$ cat config.mk
export PLATFORM = sky130hd
export DESIGN_NAME = ascii_setpoint_command_parser
export DESIGN_NICKNAME = d
export VERILOG_FILES = /design/src/design/ascp_pkg.sv /design/src/design/ascp_digit_unit.sv /design/src/design/ascii_setpoint_command_parser.sv
export SDC_FILE = /design/constraint.sdc
export NUM_CORES = 1
export LEC_CHECK = 0
export ABC_AREA = 1
export BUFFER_PORTS_ARGS = -buffer_cell sky130_fd_sc_hd__buf_2
export CAP_MARGIN = 20
export CORE_MARGIN = 5
export CORE_UTILIZATION = 55
export DETAILED_ROUTE_END_ITERATION = 6
export PLACE_DENSITY = 0.73
export SLEW_MARGIN = 5
export SYNTH_ARGS = -nofsm -noshare
export SYNTH_HDL_FRONTEND = slang
export SYNTH_HIERARCHICAL = 1
export SYNTH_SLANG_ARGS = --single-unit
$ cat constraint.sdc
create_clock -name clk -period 8.6 [get_ports clk]
set_clock_uncertainty 0.05 [all_clocks]
set_input_delay 0.86 -clock clk [delete_from_list [all_inputs] [get_ports clk]]
set_output_delay 0.86 -clock clk [all_outputs]
set_load 0.005 [all_outputs]
$ cat src/design/ascp_pkg.sv
// ----------------------------------------------------------------------------
// ASCP package
// Types, constants and reply text for the ASCII setpoint command parser.
// ----------------------------------------------------------------------------
package ascp_pkg;

  // Default number of decimal digits accepted after "SET ".
  localparam int unsigned MAX_DIGITS_DEF = 4;

  // Numeric limits of the SET command.
  localparam int unsigned SP_MAX    = 1023;
  localparam int unsigned VAL_LIMIT = 9999;

  // Character codes.
  localparam logic [7:0] CH_CR   = 8'h0D;
  localparam logic [7:0] CH_LF   = 8'h0A;
  localparam logic [7:0] CH_ZERO = 8'h30;
  localparam logic [7:0] CH_NINE = 8'h39;

  // Command words as they sit in the first bytes of a frame.
  localparam logic [31:0] TXT_SET = "SET ";
  localparam logic [39:0] TXT_INC = {"INC", CH_CR, CH_LF};
  localparam logic [39:0] TXT_DEC = {"DEC", CH_CR, CH_LF};
  localparam logic [39:0] TXT_REQ = {"REQ", CH_CR, CH_LF};
  localparam logic [39:0] TXT_MON = {"MON", CH_CR, CH_LF};

  // Reply text store: all fixed replies back to back.
  localparam int unsigned MSG_LEN = 34;
  localparam int unsigned PTR_W   = $clog2(MSG_LEN);
  localparam logic [7:0] MSG_ROM [MSG_LEN] = '{
    "U", "N", "K", "N", "O", "W", "N", " ", "C", "O", "M", "M", "A", "N", "D",
    CH_CR, CH_LF,
    "O", "U", "T", " ", "O", "F", " ", "R", "A", "N", "G", CH_CR, CH_LF,
    "m", "m", CH_CR, CH_LF
  };

  // Start and end positions of each reply in the text store.
  localparam logic [PTR_W-1:0] MSG_UNK_FIRST  = PTR_W'(0);
  localparam logic [PTR_W-1:0] MSG_UNK_LAST   = PTR_W'(16);
  localparam logic [PTR_W-1:0] MSG_RANG_FIRST = PTR_W'(17);
  localparam logic [PTR_W-1:0] MSG_RANG_LAST  = PTR_W'(29);
  localparam logic [PTR_W-1:0] MSG_MM_FIRST   = PTR_W'(30);
  localparam logic [PTR_W-1:0] MSG_MM_LAST    = PTR_W'(33);
  localparam logic [PTR_W-1:0] MSG_CRLF_FIRST = PTR_W'(32);
  localparam logic [PTR_W-1:0] MSG_CRLF_LAST  = PTR_W'(33);

  // Powers of ten for the decimal conversion, lowest first.
  localparam int unsigned NUM_W    = 16;
  localparam int unsigned POW_N    = 5;
  localparam int unsigned POW_IDX_W = $clog2(POW_N);
  localparam logic [NUM_W-1:0] POW10 [POW_N] = '{
    16'd1, 16'd10, 16'd100, 16'd1000, 16'd10000
  };

  // Input and result payloads.
  typedef struct packed {
    logic [7:0]  rx_byte;
    logic [15:0] actual_value;
  } item_t;

  typedef struct packed {
    logic [7:0] response_byte;
    logic       last_of_reply;
    logic [9:0] setpoint;
  } reply_t;

  // Top-level sequencer states.
  typedef enum logic [1:0] {
    ST_IDLE,
    ST_DECODE,
    ST_TEXT,
    ST_NUM
  } state_t;

  // Decimal conversion unit states.
  typedef enum logic [1:0] {
    DG_IDLE,
    DG_RUN,
    DG_HOLD
  } dig_state_t;

  // Control from the sequencer to the conversion unit.
  typedef struct packed {
    logic start;
    logic take;
  } dig_req_t;

  // Status from the conversion unit to the sequencer.
  typedef struct packed {
    logic       valid;
    logic [3:0] digit;
    logic       last_digit;
  } dig_rsp_t;

endpackage

$ cat src/design/ascp_digit_unit.sv
// ----------------------------------------------------------------------------
// ASCP decimal digit unit
// Converts a 16-bit value to decimal digits, most significant first, with
// leading zeros suppressed. One shared subtract and compare is applied per
// cycle against a power of ten; each finished digit is held until taken.
// ----------------------------------------------------------------------------
module ascp_digit_unit (
  input  logic                           clk,
  input  logic                           rst,
  input  ascp_pkg::dig_req_t             req,
  input  logic [ascp_pkg::NUM_W-1:0]     value,
  output ascp_pkg::dig_rsp_t             rsp
);

  ascp_pkg::dig_state_t state;
  ascp_pkg::dig_state_t state_next;

  logic [ascp_pkg::NUM_W-1:0]     rem;
  logic [ascp_pkg::POW_IDX_W-1:0] idx;
  logic [3:0]                     digit;
  logic                           started;

  logic [ascp_pkg::NUM_W:0] diff;
  logic                     fits;
  logic                     emit;

  // Shared subtractor: does the remainder still hold the current power?
  assign diff = {1'b0, rem} - {1'b0, ascp_pkg::POW10[idx]};
  assign fits = !diff[ascp_pkg::NUM_W];

  // A digit is shown once a nonzero digit appeared, or for the units place.
  assign emit = (digit != 4'd0) || started || (idx == '0);

  // State register.
  always_ff @(posedge clk) begin
    if (rst) begin
      state <= ascp_pkg::DG_IDLE;
    end else begin
      state <= state_next;
    end
  end

  // Next state and status.
  always_comb begin
    state_next     = state;
    rsp.valid      = 1'b0;
    rsp.digit      = digit;
    rsp.last_digit = (idx == '0);
    unique case (state)
      ascp_pkg::DG_IDLE: begin
        if (req.start) begin
          state_next = ascp_pkg::DG_RUN;
        end
      end
      ascp_pkg::DG_RUN: begin
        if (!fits && emit) begin
          state_next = ascp_pkg::DG_HOLD;
        end
      end
      ascp_pkg::DG_HOLD: begin
        rsp.valid = 1'b1;
        if (req.take) begin
          state_next = (idx == '0) ? ascp_pkg::DG_IDLE : ascp_pkg::DG_RUN;
        end
      end
      default: begin
        state_next = ascp_pkg::DG_IDLE;
      end
    endcase
  end

  // Conversion datapath.
  always_ff @(posedge clk) begin
    if (state == ascp_pkg::DG_IDLE && req.start) begin
      rem     <= value;
      idx     <= ascp_pkg::POW_IDX_W'(ascp_pkg::POW_N - 1);
      digit   <= 4'd0;
      started <= 1'b0;
    end else if (state == ascp_pkg::DG_RUN) begin
      if (fits) begin
        rem   <= diff[ascp_pkg::NUM_W-1:0];
        digit <= digit + 4'd1;
      end else if (!emit) begin
        idx <= idx - 1'b1;
      end
    end else if (state == ascp_pkg::DG_HOLD && req.take) begin
      started <= 1'b1;
      digit   <= 4'd0;
      if (idx != '0) begin
        idx <= idx - 1'b1;
      end
    end
  end

endmodule

$ cat src/design/ascii_setpoint_command_parser.sv
// ----------------------------------------------------------------------------
// ASCII setpoint command parser
// Bytes enter on the item channel (rx_byte with actual_value), one transaction
// per byte; reply bytes leave on the reply channel, one transaction per byte,
// with last_of_reply marking the final byte and setpoint the value after the
// frame's command. A frame ends at CR followed by LF. Commands: SET n, INC,
// DEC, REQ and MON; anything else answers UNKNOWN COMMAND.
// Mid-frame bytes are accepted without a stall and give no reply.
// After the closing LF the block passes through a decode state. Fixed text
// replies then follow at one byte per cycle while the receiver keeps up.
// Decimal replies come from a shared subtract-and-compare unit that builds
// each digit by subtracting a power of ten and skips leading zero places.
// item_ready stays low from the closing LF until the last reply byte is in
// the output register; the next byte may be taken while that byte waits.
// A stalled receiver holds the output register and the sequencer waits.
// Reset (rst, synchronous) clears the setpoint, the frame state and the
// output valid flag.
// ----------------------------------------------------------------------------
module ascii_setpoint_command_parser #(
  parameter int unsigned MAX_DIGITS = ascp_pkg::MAX_DIGITS_DEF
) (
  input  logic            clk,
  input  logic            rst,
  input  logic            item_valid,
  output logic            item_ready,
  input  ascp_pkg::item_t item,
  output logic            reply_valid,
  input  logic            reply_ready,
  output ascp_pkg::reply_t reply
);

  localparam int unsigned ACC_W = $clog2(10 ** MAX_DIGITS);
  localparam int unsigned CNT_W = $clog2(MAX_DIGITS + 1);
  localparam int unsigned CMP_W = (ACC_W > ascp_pkg::NUM_W) ? ACC_W : ascp_pkg::NUM_W;

  ascp_pkg::state_t state;
  ascp_pkg::state_t state_next;

  // Frame state.
  logic [7:0]       prefix [5];
  logic [2:0]       frame_len;
  logic [ACC_W-1:0] acc;
  logic [CNT_W-1:0] dcount;
  logic             verr;
  logic             prev_cr;
  logic [9:0]       setpoint_reg;
  logic [15:0]      actual_q;

  // Text pointer.
  logic [ascp_pkg::PTR_W-1:0] ptr;
  logic [ascp_pkg::PTR_W-1:0] ptr_end;

  // Conversion unit interface.
  ascp_pkg::dig_req_t dig_req;
  ascp_pkg::dig_rsp_t dig_rsp;
  logic [ascp_pkg::NUM_W-1:0] dig_value;

  // Per-byte signals.
  logic       item_acc;
  logic       is_cr;
  logic       is_lf;
  logic       is_digit;
  logic       end_frame;
  logic       byte_val;
  logic       cr_err;
  logic       room;
  logic [2:0] pos;

  // Decode signals.
  logic [CMP_W-1:0] acc_ext;
  logic [39:0]      word5;
  logic             is_set;
  logic             len5;
  logic             dec_num;
  logic [9:0]       sp_dec;
  logic [ascp_pkg::PTR_W-1:0] txt_first;
  logic [ascp_pkg::PTR_W-1:0] txt_last;

  // Output loading.
  logic       out_free;
  logic       load_out;
  logic [7:0] load_byte;
  logic       load_last;

  ascp_digit_unit u_digit (
    .clk   (clk),
    .rst   (rst),
    .req   (dig_req),
    .value (dig_value),
    .rsp   (dig_rsp)
  );

  // Byte classification.
  assign item_ready = (state == ascp_pkg::ST_IDLE);
  assign item_acc   = item_valid && item_ready;
  assign pos        = frame_len;
  assign is_cr      = (item.rx_byte == ascp_pkg::CH_CR);
  assign is_lf      = (item.rx_byte == ascp_pkg::CH_LF);
  assign is_digit   = (item.rx_byte >= ascp_pkg::CH_ZERO) &&
                      (item.rx_byte <= ascp_pkg::CH_NINE);
  assign end_frame  = item_acc && prev_cr && is_lf;
  assign cr_err     = prev_cr && (pos >= 3'd5);
  assign byte_val   = !is_cr && (pos >= 3'd4);
  assign room       = (dcount < CNT_W'(MAX_DIGITS));
  assign out_free   = !reply_valid || reply_ready;

  // Command decode from the collected frame.
  always_comb begin
    acc_ext   = CMP_W'(acc);
    word5     = {prefix[0], prefix[1], prefix[2], prefix[3], prefix[4]};
    is_set    = (frame_len >= 3'd4) && (word5[39:8] == ascp_pkg::TXT_SET);
    len5      = (frame_len == 3'd5);
    dec_num   = 1'b0;
    dig_value = '0;
    sp_dec    = setpoint_reg;
    txt_first = ascp_pkg::MSG_UNK_FIRST;
    txt_last  = ascp_pkg::MSG_UNK_LAST;
    if (is_set) begin
      if (verr || dcount == '0) begin
        txt_first = ascp_pkg::MSG_UNK_FIRST;
      end else if (acc_ext <= CMP_W'(ascp_pkg::SP_MAX)) begin
        sp_dec    = acc_ext[9:0];
        dec_num   = 1'b1;
        dig_value = acc_ext[ascp_pkg::NUM_W-1:0];
      end else if (acc_ext < CMP_W'(ascp_pkg::VAL_LIMIT)) begin
        txt_first = ascp_pkg::MSG_RANG_FIRST;
        txt_last  = ascp_pkg::MSG_RANG_LAST;
      end
    end else if (len5 && word5 == ascp_pkg::TXT_INC) begin
      sp_dec    = (setpoint_reg >= 10'd1022) ? 10'd1023 : setpoint_reg + 10'd2;
      txt_first = ascp_pkg::MSG_MM_FIRST;
      txt_last  = ascp_pkg::MSG_MM_LAST;
    end else if (len5 && word5 == ascp_pkg::TXT_DEC) begin
      sp_dec    = (setpoint_reg <= 10'd2) ? 10'd0 : setpoint_reg - 10'd2;
      txt_first = ascp_pkg::MSG_MM_FIRST;
      txt_last  = ascp_pkg::MSG_MM_LAST;
    end else if (len5 && word5 == ascp_pkg::TXT_REQ) begin
      dec_num   = 1'b1;
      dig_value = {6'd0, setpoint_reg};
    end else if (len5 && word5 == ascp_pkg::TXT_MON) begin
      dec_num   = 1'b1;
      dig_value = actual_q;
    end
  end

  // State register.
  always_ff @(posedge clk) begin
    if (rst) begin
      state <= ascp_pkg::ST_IDLE;
    end else begin
      state <= state_next;
    end
  end

  // Sequencer: next state and strobes.
  always_comb begin
    state_next    = state;
    dig_req.start = 1'b0;
    dig_req.take  = 1'b0;
    load_out      = 1'b0;
    load_byte     = ascp_pkg::MSG_ROM[ptr];
    load_last     = 1'b0;
    unique case (state)
      ascp_pkg::ST_IDLE: begin
        if (end_frame) begin
          state_next = ascp_pkg::ST_DECODE;
        end
      end
      ascp_pkg::ST_DECODE: begin
        if (dec_num) begin
          dig_req.start = 1'b1;
          state_next    = ascp_pkg::ST_NUM;
        end else begin
          state_next = ascp_pkg::ST_TEXT;
        end
      end
      ascp_pkg::ST_TEXT: begin
        if (out_free) begin
          load_out  = 1'b1;
          load_last = (ptr == ptr_end);
          if (ptr == ptr_end) begin
            state_next = ascp_pkg::ST_IDLE;
          end
        end
      end
      ascp_pkg::ST_NUM: begin
        load_byte = ascp_pkg::CH_ZERO | {4'd0, dig_rsp.digit};
        if (dig_rsp.valid && out_free) begin
          load_out     = 1'b1;
          dig_req.take = 1'b1;
          if (dig_rsp.last_digit) begin
            state_next = ascp_pkg::ST_TEXT;
          end
        end
      end
      default: begin
        state_next = ascp_pkg::ST_IDLE;
      end
    endcase
  end

  // Frame collection and setpoint.
  always_ff @(posedge clk) begin
    if (rst) begin
      frame_len    <= 3'd0;
      acc          <= '0;
      dcount       <= '0;
      verr         <= 1'b0;
      prev_cr      <= 1'b0;
      setpoint_reg <= 10'd0;
    end else if (state == ascp_pkg::ST_DECODE) begin
      setpoint_reg <= sp_dec;
      frame_len    <= 3'd0;
      acc          <= '0;
      dcount       <= '0;
      verr         <= 1'b0;
      prev_cr      <= 1'b0;
    end else if (item_acc) begin
      frame_len <= (pos == 3'd7) ? 3'd7 : pos + 3'd1;
      if (end_frame) begin
        prev_cr <= 1'b0;
      end else begin
        prev_cr <= is_cr;
        if (cr_err || (byte_val && !(is_digit && room))) begin
          verr <= 1'b1;
        end
        if (byte_val && is_digit && room) begin
          acc    <= ACC_W'({acc, 3'b000}) + ACC_W'({acc, 1'b0}) +
                    ACC_W'(item.rx_byte[3:0]);
          dcount <= dcount + 1'b1;
        end
      end
    end
  end

  // Frame prefix and the value captured with the closing byte.
  always_ff @(posedge clk) begin
    if (item_acc) begin
      if (pos < 3'd5) begin
        prefix[pos] <= item.rx_byte;
      end
      actual_q <= item.actual_value;
    end
  end

  // Text pointer: set at decode, restarted for the CR LF after a number.
  always_ff @(posedge clk) begin
    if (state == ascp_pkg::ST_DECODE) begin
      ptr     <= txt_first;
      ptr_end <= txt_last;
    end else if (state == ascp_pkg::ST_NUM && dig_req.take && dig_rsp.last_digit) begin
      ptr     <= ascp_pkg::MSG_CRLF_FIRST;
      ptr_end <= ascp_pkg::MSG_CRLF_LAST;
    end else if (state == ascp_pkg::ST_TEXT && load_out) begin
      ptr <= ptr + 1'b1;
    end
  end

  // Output register.
  always_ff @(posedge clk) begin
    if (rst) begin
      reply_valid <= 1'b0;
    end else if (load_out) begin
      reply_valid <= 1'b1;
    end else if (reply_ready) begin
      reply_valid <= 1'b0;
    end
  end

  always_ff @(posedge clk) begin
    if (load_out) begin
      reply.response_byte <= load_byte;
      reply.last_of_reply <= load_last;
      reply.setpoint      <= setpoint_reg;
    end
  end

endmodule

==> key figures, run 1 <==
Worst setup path
  • Cell-by-cell trace of the critical path: inv_1, ha_1, nand2_1, inv_1, nand2_1, nor3_1, nand3_2, nand2_1, o21ai_0, nor2_1, nand2_1, inv_1, o21ai_0
  • Worst path most repeated cell: nand2_1
  • Worst Path Buf+Inv: 3
  • Crit Path Class: reg2reg
  • Crit path max-delay family: simple AND/OR/NAND/NOR gates
  • Critical path required time: 8.69 ns
  • CP max stage cell: inv_1
  • Worst path arrival time: 4.07 ns
  • Setup crit end kind: flop
  • Nature of the critical path startpoint: flop
  • Worst-path maximum fanout: 31
  • Critical path's largest stage delay: 0.80 ns

Yosys
  • Cell area after synthesis: 9070 sq um
  • Synth Warn #: 6
  • FFs w/ async S/R, synth: 0%
  • Mapped Nets: 1,210
  • Main flop type after synthesis: edfxtp_1
  • EDFF count, synth: 100
  • Cells after Synth: 1,124
  • Synth cell types: 47
  • Seq cells post-synth: 145
  • Sequential area share after synthesis: 43.0%
  • Syn Area/Cell: 8.07 sq um

Placed design
  • Buffers on Ports: 47
  • DPL Wire Length: 15,500 microns
  • Routability cong.: 0.931
  • Post-DP Area: 9490 sq um

Clock network
  • Max Root-Sink Buffers: 2
  • Worst-path clk slew: 0.07 ns
  • H-tree depth: 4
  • Clk Latency, worst-skew pair: 0.43 ns
  • Post-CTS setup buffer count: 0
  • Post-CTS sizing: 0
  • CTS tree: done
  • CTS Buf Count: 17
  • CTS Hold Bufs: 0
  • Root buffer cell: clkbuf_16
  • Clock sinks: 145

Routing
  • Routed WL: 20,700 microns
  • Via count: 7,557
  • Drt drc: 0
  • Avg WL per Cell: 14.7 microns
  • DR pass1 iterations: 5
  • Drt via density: 5.37
  • First DRT Iteration DRCs: 494
  • Final ANT Viol Nets: 0

Floorplan
  • Die area: 19,200 sq um
  • Die width: 138 microns
  • Starting density of the core: 55.3%
  • I/O pin cnt: 49
  • Rows: 47
  • Chip height: 138 microns
  • Core box area: 16,400 sq um

Status
  • Status: completed

Finish
  • Design area: 10,000 sq um
  • Top Registers: prefix x40, reply x18
  • Number of inserted diodes: 0
  • Fin nets: 1,260
  • Synth-to-layout area growth: 10.7%
  • Footprint of the multi-input gates: 4450 sq um
  • Register area: 3900 sq um
  • Fill cells: 1,443
  • Register with the most flip-flops: prefix
  • Number of flip-flops under the largest register name: 40
  • Share of post-route cells with drive strength above 1: 12.6%

Global route
  • Vias in the first global route: 7,023
  • GRT Residual Overflow: 0
  • Initial antenna violation count: 0
  • Tot GR Track Use: 21.9%
  • Global-route wire length before repair: 34,300 microns
  • Largest net degree at the start of global routing: 32

Timing
  • Final min period: 3.98 ns
  • # setup viols final: 0
  • Fmax: 251 MHz
  • Worst Tran Pin Value: 1.00 ns
  • RSZ-0062 raised after global routing: no
  • Final hold violation count: 0
  • Final Max Tran Viols: 0
  • Max_slew headroom: 33.0%
  • Setup TNS: 0 ns
  • Period utilization: 46.3%
  • Worst hold slack: 0.440 ns

Power
  • Sw Ratio: 32.7%
  • Logic pwr share: 21.1%
  • Clk pwr share: 33.2%
  • IR drop worst, VDD: 0.000189 V
  • Pwr per Cell Area: 207 nW/um^2
  • Sw Pwr: 0.000679 W
  • Internal power: 0.00140 W
  • Seq pwr share: 45.6%
  • Static Leakage: 4.43 nW

Job
  • Max-cap viol count: 0

Min path
  • Hold Path Class: reg2reg
-- per-stage QoR --
stage	instances	utilization, %	power, W	worst slack (ns)
2_1_floorplan	1124	-	0.00125	5.76
3_3_place_gp	1374	57.8	0.00138	4.87
3_5_place_dp	1374	57.8	0.00139	4.67
4_1_cts	1406	61.2	0.00208	4.65
5_1_grt	1407	61.2	0.00220	4.15
6_report	1407	61.2	0.00208	4.62
-- synthesized netlist by cell type, types with 2 or more instances --
cell        n  area, sq um
nor2_2      7         43.8
nand3_1    55          275
o21ai_1     4         20.0
dfxtp_1    45          901
a21boi_0    3         22.5
buf_2       3         15.0
nand2_2     5         31.3
a21oi_1    61          305
xnor2_1     7         61.3
o22ai_1     2         12.5
buf_4       6         45.0
inv_2      14         52.6
o211ai_1    3         22.5
nand3_2    13          130
nand4_1    17          106
nor2_4      7         78.8
xor2_1     24          210
clkinv_1    4         15.0
fa_1        3         60.1
ha_1       55          688
nor3_1     21          105
nor2_1    125          469
buf_6       3         33.8
a211oi_1    4         30.0
a31oi_1     3         18.8
o21ai_0    76          380
clkbuf_1   10         37.5
a21oi_2     6         52.6
edfxtp_1  100         3000
nand3b_1    2         15.0
nand2_4     7         78.8
inv_1     137          514
nor4_1      7         43.8
o31ai_1     2         15.0
nand2_1   263          987
a22o_1      5         43.8
o21bai_1    5         37.5
-- worst reg2reg max path, delay by kind of cell (launching register included) --
kind	cells	cell delay [ns]
buf+inv	3	1.06
flops	1	0.36
fa+ha+maj	1	0.19
simple gates	7	1.64
compound gates	2	0.39
-- per-layer routing --
layer / wire, microns / track usage [%] / vias up
li1: - / - / 3826
met1: 9060 / 29.1 / 3440
met2: 9730 / 35.6 / 239
met3: 1200 / 3.56 / 52
met4: 685 / 9.31 / 0
met5: 0 / 0 / -
-- logic make-up after synthesis --
group | after synthesis | share of synthesized area, %
simple gates | 532 | 26.6
compound gates | 179 | 11.1
buf+inv | 178 | 8.02
flops | 145 | 43.0
fa+ha+maj | 58 | 8.24
xor+xnor | 31 | 2.99
other cells | 1 | 0.0413
-- worst paths after layout --
| kind | from | to | slack [ns] | cells after the start |
|---|---|---|---|---|
| hold reg to reg | dcount[1] | dcount[1] | 0.44 | 2 |
| setup / recovery | frame_len[1] | u_digit/rem[12] | 4.62 | 13 |
| hold / removal | dcount[1] | dcount[1] | 0.44 | 2 |
| setup reg to reg | frame_len[1] | u_digit/rem[12] | 4.62 | 13 |
-- layout by cell type (no fill, tap or decap), drive strengths merged, types with 3 or more instances in the layout --
master  netlist  routed
fa            3       3
nand2       275     275
dfxtp        45      45
a22o          5       5
o21ai        80      80
a31oi         3       3
a211oi        5       5
nor4          7       7
edfxtp      100     100
clkinv        4       9
xor2         24      24
nand3        69      69
ha           55      55
buf          13      54
inv         151     158
o211ai        3       3
o21bai        6       6
nand4        18      18
nor2        139     139
a21boi        3       3
xnor2         7       7
nor3         21      21
clkbuf       10      18
a21oi        67      67
-- final cells by class --
type / instances / area share [%]
timing repair buffer: 54 / 2.86
sequential: 145 / 38.9
clock inverter: 14 / 1.21
multi-input combinational: 801 / 44.3
clock buffer: 18 / 4.27
tap: 220 / 2.74
inverter: 155 / 5.79
-- power groups by stage --
stage	registers [W]	clock network (W)	logic (W)
2_1_floorplan	0.000934	0	0.000316
3_3_place_gp	0.000959	0	0.000426
3_5_place_dp	0.000960	0	0.000431
4_1_cts	0.000946	0.000701	0.000433
5_1_grt	0.000959	0.000736	0.000501
6_report	0.000947	0.000690	0.000439
Power figures use the tool's default switching activity.
==> run 2, diff against run 1 <==
--- a/config.mk
+++ b/config.mk
@@ -5,7 +5,7 @@
 export SDC_FILE = /design/constraint.sdc
 export NUM_CORES = 1
 export LEC_CHECK = 0
-export ABC_AREA = 1
+export ABC_AREA = 0
 export BUFFER_PORTS_ARGS = -buffer_cell sky130_fd_sc_hd__buf_2
 export CAP_MARGIN = 20
 export CORE_MARGIN = 5
==> constraint.sdc (replaced) <==
create_clock -name clk -period 3.75 [get_ports clk]
set_clock_uncertainty 0.05 [all_clocks]
set_input_delay 0.375 -clock clk [delete_from_list [all_inputs] [get_ports clk]]
set_output_delay 0.375 -clock clk [all_outputs]
set_load 0.005 [all_outputs]
==> key figures, run 2 <==
Worst setup path
  • Reg2reg setup slack: 0.52 ns (-4.10 ns)
  • Critical path required time: 3.87 ns (-4.82 ns)
  • Register-to-Register Path Depth: 14 (+1)
  • Worst path arrival time: 3.35 ns (-0.72 ns)
  • Worst Path Buf+Inv: 4 (+1)
  • Worst path most repeated cell: inv_1
  • Crit Path Class: reg2reg
  • Cell-by-cell trace of the critical path: inv_1, ha_1, nand2_1, inv_1, ha_1, inv_1, fa_1, a211oi_1, o21ai_2, a31oi_4, a21oi_4, o21ai_2, nand2_1, buf_4
  • Crit path max-delay family: compound AO/OA/AOI/OAI gates
  • Critical path's largest stage delay: 0.42 ns (-0.38 ns)
  • Setup crit end kind: flop
  • Worst-path maximum fanout: 16 (-48%)
  • Nature of the critical path startpoint: flop
  • CP Depth: 14 (+1)
  • CP max stage cell: fa_1

Global route
  • GRT Residual Overflow: 0 (unchanged)
  • Tot GR Track Use: 21.9% (+0.051 points)
  • Initial antenna violation count: 0 (unchanged)
  • Global-route wire length before repair: 31,900 microns (-7.0%)
  • Vias in the first global route: 6,376 (-9.2%)
  • Largest net degree at the start of global routing: 24 (-25%)

Yosys
  • Synth top area share: 34.2% (+1.1 points)
  • Synth Warn #: 6 (unchanged)
  • Main flop type after synthesis: edfxtp_1
  • Largest cells by area after synthesis: edfxtp_1 (34%), dfxtp_1 (10%), ha_1 (7.8%)
  • Commonest cells post-synth: nand2_1 (102), edfxtp_1 (100), nor2_1 (92), a21oi_1 (68), ha_1 (55)
  • Post-Synth Adder-Cell Area: 8.51% (+0.27 points)
  • Cell area after synthesis: 8790 sq um (-3.1%)
  • Cell with the most instances after synthesis: nand2_1
  • Syn Area/Cell: 9.82 sq um (+22%)
  • Largest family of logic cells by synthesized area: simple AND/OR/NAND/NOR gates
  • Mapped Nets: 981 (-19%)
  • Sequential area share after synthesis: 44.4% (+1.4 points)
  • XOR/XNOR Fraction of Synth Area: 2.99% (about the same)
  • Synth Area in Simple Gates: 20.3% (-6.2 points)
  • Synth cell types: 92 (+96%)
  • Proportion of synthesized area in mux cells: 3.26% (+3.3 points)
  • Post-synthesis compound-gate area fraction: 16.5% (+5.4 points)
  • Yosys top cell by area: edfxtp_1
  • EDFF count, synth: 100 (unchanged)
  • Seq cells post-synth: 145 (unchanged)
  • FFs w/ async S/R, synth: 0% (unchanged)
  • Cells after Synth: 895 (-20%)

Clock network
  • Post-CTS setup buffer count: 0 (unchanged)
  • Root buffer cell: clkbuf_16
  • Clk Latency, worst-skew pair: 0.43 ns (about the same)
  • H-tree depth: 4 (unchanged)
  • Clock sinks: 145 (unchanged)
  • CTS Hold Bufs: 0 (unchanged)
  • Max Root-Sink Buffers: 2 (unchanged)
  • Post-CTS sizing: 0 (unchanged)
  • CTS Buf Count: 17 (unchanged)
  • CTS tree: done
  • Worst-path clk slew: 0.07 ns (about the same)

Placed design
  • Buffers on Ports: 47 (unchanged)
  • Routability cong.: 0.946 (+1.6%)
  • Place WS: 0.505 ns (-4.16 ns)
  • DPL Wire Length: 14,400 microns (-7.4%)

Timing
  • Fmax: 309 MHz (+23%)
  • Final hold violation count: 0 (unchanged)
  • Period utilization: 86.2% (+40 points)
  • RSZ-0062 raised after global routing: no
  • Max_slew headroom: 35.7% (+2.7 points)
  • Final Max Tran Viols: 0 (unchanged)
  • Fin worst setup slack: 0.516 ns (-4.10 ns)
  • Worst hold slack: 0.0656 ns (-0.375 ns)
  • # setup viols final: 0 (unchanged)
  • Setup TNS: 0 ns (unchanged)
  • Final min period: 3.23 ns (-0.749 ns)
  • Worst Tran Pin Value: 0.956 ns (-0.0456 ns)

Routing
  • Final ANT Viol Nets: 0 (unchanged)
  • DR pass1 iterations: 5 (unchanged)
  • Via count: 6,901 (-8.7%)
  • Routed WL: 20,000 microns (-3.5%)
  • First DRT Iteration DRCs: 434 (-12%)
  • Drt drc: 0 (unchanged)
  • Drt via density: 5.92 (+10%)
  • Avg WL per Cell: 17.1 microns (+16%)

Power
  • Sw Pwr: 0.000863 W (+27%)
  • Pwr per Cell Area: 359 nW/um^2 (+74%)
  • Clk pwr share: 48.3% (+15 points)
  • Static Leakage: 3.84 nW (-13%)
  • Total power: 0.00353 W (+70%)
  • Sw Ratio: 24.5% (-8.2 points)
  • Seq pwr share: 49.5% (+3.9 points)
  • Internal power: 0.00266 W (+91%)
  • Logic pwr share: 2.2% (-19 points)
  • IR drop worst, VDD: 0.000346 V (+83%)

Finish
  • Share of post-route cells with drive strength above 1: 13.5% (+0.84 points)
  • Synth-to-layout area growth: 11.7%
  • Number of inserted diodes: 0 (unchanged)
  • Top Registers: prefix x40, reply x18
  • Number of flip-flops under the largest register name: 40 (unchanged)
  • Commonest non-fill, non-tap cell in the layout: nand2_1
  • Fin nets: 1,023 (-19%)
  • Final Core Density: 62.3% (+1.0 points)
  • Most frequent cells in the layout: nand2_1 (102), edfxtp_1 (100), nor2_1 (92)
  • Register with the most flip-flops: prefix

Floorplan
  • Die area: 18,600 sq um (-2.9%)
  • I/O pin cnt: 49 (unchanged)
  • Die width: 136 microns (-1.5%)
  • Chip height: 136 microns (-1.5%)
  • Rows: 46 (-2.1%)
  • Core box area: 15,800 sq um (-3.9%)
  • Starting density of the core: 55.7% (+0.42 points)

Min path
  • Hold Path Class: in2reg
  • Hold path cells: 1 (-1)

Status
  • Status: completed

Job
  • Max-cap viol count: 0 (unchanged)
[run 2: cell types whose count changed after synthesis, moves of 13 or more]
cell,previous run,this run
nand2_1,263,102
inv_1,137,38
o21ai_0,76,30
nand3_1,55,17
nor2_1,125,92
mux2i_1,0,23
nand3_2,13,0
o21ai_1,4,17
xor2_1,24,11
[run 2: worst register-to-register path, delay by kind of cell, from the launching register on]
family,cells,cell delay [ns]
buffers and inverters,4,0.54
and+or+nand+nor,2,0.15
adders and majority gates,3,0.78
DFF,1,0.36
AOI/OAI and AO/OA,5,1.08
[run 2: area by class of cell]
cell class	instances	area (sq um)
clock buffer	17	425
clock inverter	15	184
fill	1372	5950
inverter	41	154
multi-input combinational	671	4540
sequential	145	3900
tap	216	270
timing repair buffer	61	340
[run 2: cells by family (layout without fill, tap and decap cells)]
group                    Yosys count  count (layout)
other                              1               1
AND/OR/NAND/NOR                  342             342
multiplexers                      26              26
AO/OA/AOI/OAI                    214             214
adder cells (fa/ha/maj)           58              58
flip-flops                       145             145
buffers and inverters             79             134
XOR/XNOR                          30              30
[run 2: final timing paths]
path | end | from
max | u_digit/rem[11] | u_digit/idx[0]
min | actual_q[0] | item[0]
max reg2reg | u_digit/rem[11] | u_digit/idx[0]
min reg2reg | dcount[1] | dcount[1]
[run 2: power by group through the flow]
stage / logic [W] / clock network, W / registers [W]
after floorplan: 0.0000386 / 0 / 0.00178
after detailed placement: 0.0000778 / 0 / 0.00178
after CTS: 0.0000781 / 0.00173 / 0.00175
after global placement: 0.0000769 / 0 / 0.00178
final: 0.0000779 / 0.00170 / 0.00175
after global routing: 0.0000861 / 0.00180 / 0.00175
[run 2: routing by layer]
layer	share of wire (%)	up-vias	track usage, %
met3	5.0	30	3.89
li1	-	3392	-
met5	0	-	0
met1	45	3285	29.4
met2	48	194	35.8
met4	2.2	0	7.84
[run 2: metrics by stage]
| stage | instance area (sq um) | std cells |
|---|---|---|
| after global placement | 9210 | 1134 |
| after floorplan | 8790 | 895 |
| final | 9820 | 1166 |
| after detailed placement | 9210 | 1134 |
| after global routing | 9820 | 1166 |
| after CTS | 9820 | 1166 |
==> run 3, diff against run 2 <==
--- a/config.mk
+++ b/config.mk
@@ -6,12 +6,12 @@
 export NUM_CORES = 1
 export LEC_CHECK = 0
 export ABC_AREA = 0
-export BUFFER_PORTS_ARGS = -buffer_cell sky130_fd_sc_hd__buf_2
 export CAP_MARGIN = 20
 export CORE_MARGIN = 5
 export CORE_UTILIZATION = 55
 export DETAILED_ROUTE_END_ITERATION = 6
-export PLACE_DENSITY = 0.73
+export DONT_BUFFER_PORTS = 1
+export PLACE_DENSITY = 0.7
 export SLEW_MARGIN = 5
 export SYNTH_ARGS = -nofsm -noshare
 export SYNTH_HDL_FRONTEND = slang
==> key figures, run 3 (synthesis gave the netlist of run 2 again) <==
Clock network
  • H-tree depth: 4 (unchanged)
  • CTS Hold Bufs: 25 (+25)
  • Worst-path clk slew: 0.07 ns (about the same)
  • Root buffer cell: clkbuf_16
  • Clk Latency, worst-skew pair: 0.43 ns (about the same)
  • Post-CTS sizing: 0 (unchanged)
  • CTS tree: done
  • Post-CTS setup buffer count: 0 (unchanged)
  • Max Root-Sink Buffers: 2 (unchanged)
  • Clock sinks: 145 (unchanged)
  • CTS Buf Count: 17 (unchanged)

Timing
  • RSZ-0062 raised after global routing: no
  • Fmax: 305 MHz (-1.3%)
  • Final Max Tran Viols: 0 (unchanged)
  • Period utilization: 87.4% (+1.2 points)
  • Worst hold slack: 0.0334 ns (-0.0321 ns)
  • Max_slew headroom: 30.4% (-5.3 points)
  • Setup TNS: 0 ns (unchanged)
  • Worst Tran Pin Value: 1.04 ns (+0.0865 ns)
  • Final hold violation count: 0 (unchanged)
  • # setup viols final: 0 (unchanged)
  • Final min period: 3.28 ns (+0.0437 ns)

Worst setup path
  • Crit Path Class: reg2reg
  • Setup crit end kind: flop
  • Worst-path maximum fanout: 16 (unchanged)
  • Critical path's largest stage delay: 0.42 ns (about the same)
  • Nature of the critical path startpoint: flop
  • Critical path required time: 3.87 ns (about the same)
  • Worst path arrival time: 3.40 ns (+0.05 ns)
  • Cell-by-cell trace of the critical path: inv_1, ha_1, nand2_1, inv_1, ha_1, inv_1, fa_1, a211oi_1, o21ai_2, a31oi_4, a21oi_4, o21ai_2, nand2_1, buf_4
  • Worst path most repeated cell: inv_1
  • R2r startpoint: u_digit/idx[0]
  • CP max stage cell: fa_1
  • Crit path from: u_digit/idx[0]

Finish
  • Commonest non-fill, non-tap cell in the layout: nand2_1
  • Number of inserted diodes: 0 (unchanged)
  • Number of flip-flops under the largest register name: 40 (unchanged)
  • Synth-to-layout area growth: 11.8%
  • Share of post-route cells with drive strength above 1: 8.74% (-4.7 points)
  • Top Registers: prefix x40, reply x18
  • Fin nets: 1,000 (-2.2%)
  • Register with the most flip-flops: prefix
  • Most frequent cells in the layout: nand2_1 (102), edfxtp_1 (100), nor2_1 (91)

Floorplan
  • Core box area: 15,800 sq um (unchanged)
  • Chip height: 136 microns (unchanged)
  • I/O pin cnt: 49 (unchanged)
  • Starting density of the core: 55.7% (unchanged)
  • Die width: 136 microns (unchanged)
  • Rows: 46 (unchanged)
  • Die area: 18,600 sq um (unchanged)

Routing
  • Drt drc: 0 (unchanged)
  • Drt via density: 6.10 (+3.0%)
  • Via count: 6,971 (+1.0%)
  • Avg WL per Cell: 18.4 microns (+7.6%)
  • First DRT Iteration DRCs: 530 (+22%)
  • DR pass1 iterations: 5 (unchanged)
  • Routed WL: 21,000 microns (+5.5%)
  • Final ANT Viol Nets: 0 (unchanged)

Min path
  • Hold Path Class: in2reg
  • Hold_sp: item[16]

Placed design
  • Routability cong.: 0.964 (+1.9%)
  • DPL Wire Length: 14,900 microns (+3.6%)
  • Buffers on Ports: 0 (-100%)

Global route
  • Vias in the first global route: 6,942 (+8.9%)
  • GRT Residual Overflow: 0 (unchanged)
  • Largest net degree at the start of global routing: 24 (unchanged)
  • Tot GR Track Use: 23.6% (+1.6 points)
  • Initial antenna violation count: 0 (unchanged)
  • Global-route wire length before repair: 34,600 microns (+8.5%)

Power
  • Pwr per Cell Area: 363 nW/um^2 (+1.1%)
  • Static Leakage: 3.76 nW (-2.3%)
  • IR drop worst, VDD: 0.000313 V (-9.4%)

Job
  • Max-cap viol count: 0 (unchanged)

Status
  • Status: completed
==> run 3: stage by stage <==
stage / setup WS, ns / utilization, % / instance area [sq um] / instances / total power, W
3_3_place_gp: 0.596 / 56.9 / 8970 / 1086 / 0.00183
3_5_place_dp: 0.503 / 56.9 / 8970 / 1086 / 0.00183
4_1_cts: 0.484 / 62.3 / 9830 / 1143 / 0.00360
2_1_floorplan: 0.443 / - / 8790 / 895 / 0.00181
6_report: 0.473 / 62.3 / 9830 / 1143 / 0.00357
5_1_grt: 0.247 / 62.3 / 9830 / 1143 / 0.00368
==> run 3: power by group <==
group / leakage (nW) / internal, W / switching [W]
logic: 2.19 / 0.0000355 / 0.0000471
registers: 1.27 / 0.00173 / 0.0000157
clock network: 0.296 / 0.000959 / 0.000781
==> run 3: critical path: cells and delay by family, from the launching register on <==
| kind | cells | cell delay [ns] |
|---|---|---|
| AND/OR/NAND/NOR | 2 | 0.15 |
| adder cells (fa/ha/maj) | 3 | 0.79 |
| flip-flops | 1 | 0.37 |
| buffers and inverters | 4 | 0.56 |
| AO/OA/AOI/OAI | 5 | 1.07 |
==> run 3: final timing paths <==
path,slack (ns),endpoint,cells after the start
worst max register to register,0.47,u_digit/rem[8],14
worst max-delay path,0.47,u_digit/rem[8],14
worst min register to register,0.43,dcount[2],2
worst min-delay path,0.03,acc[0],2
==> run 3: routing by layer <==
metal / global-route usage, % / share of wire, % / wire, microns / up-vias
met5: 0 / 0 / 0 / -
met4: 9.91 / 2.8 / 592 / 0
met3: 4.15 / 5.0 / 1060 / 49
met2: 39.8 / 49 / 10400 / 259
met1: 29.8 / 43 / 9040 / 3323
li1: - / - / - / 3340
==> run 3: cell type report <==
class                      count  area (sq um)
multi-input combinational    671          4540
clock inverter                15           184
inverter                      41           154
tap                          216           270
sequential                   145          3900
fill                        1323          5940
timing repair buffer          38           348
clock buffer                  17           425
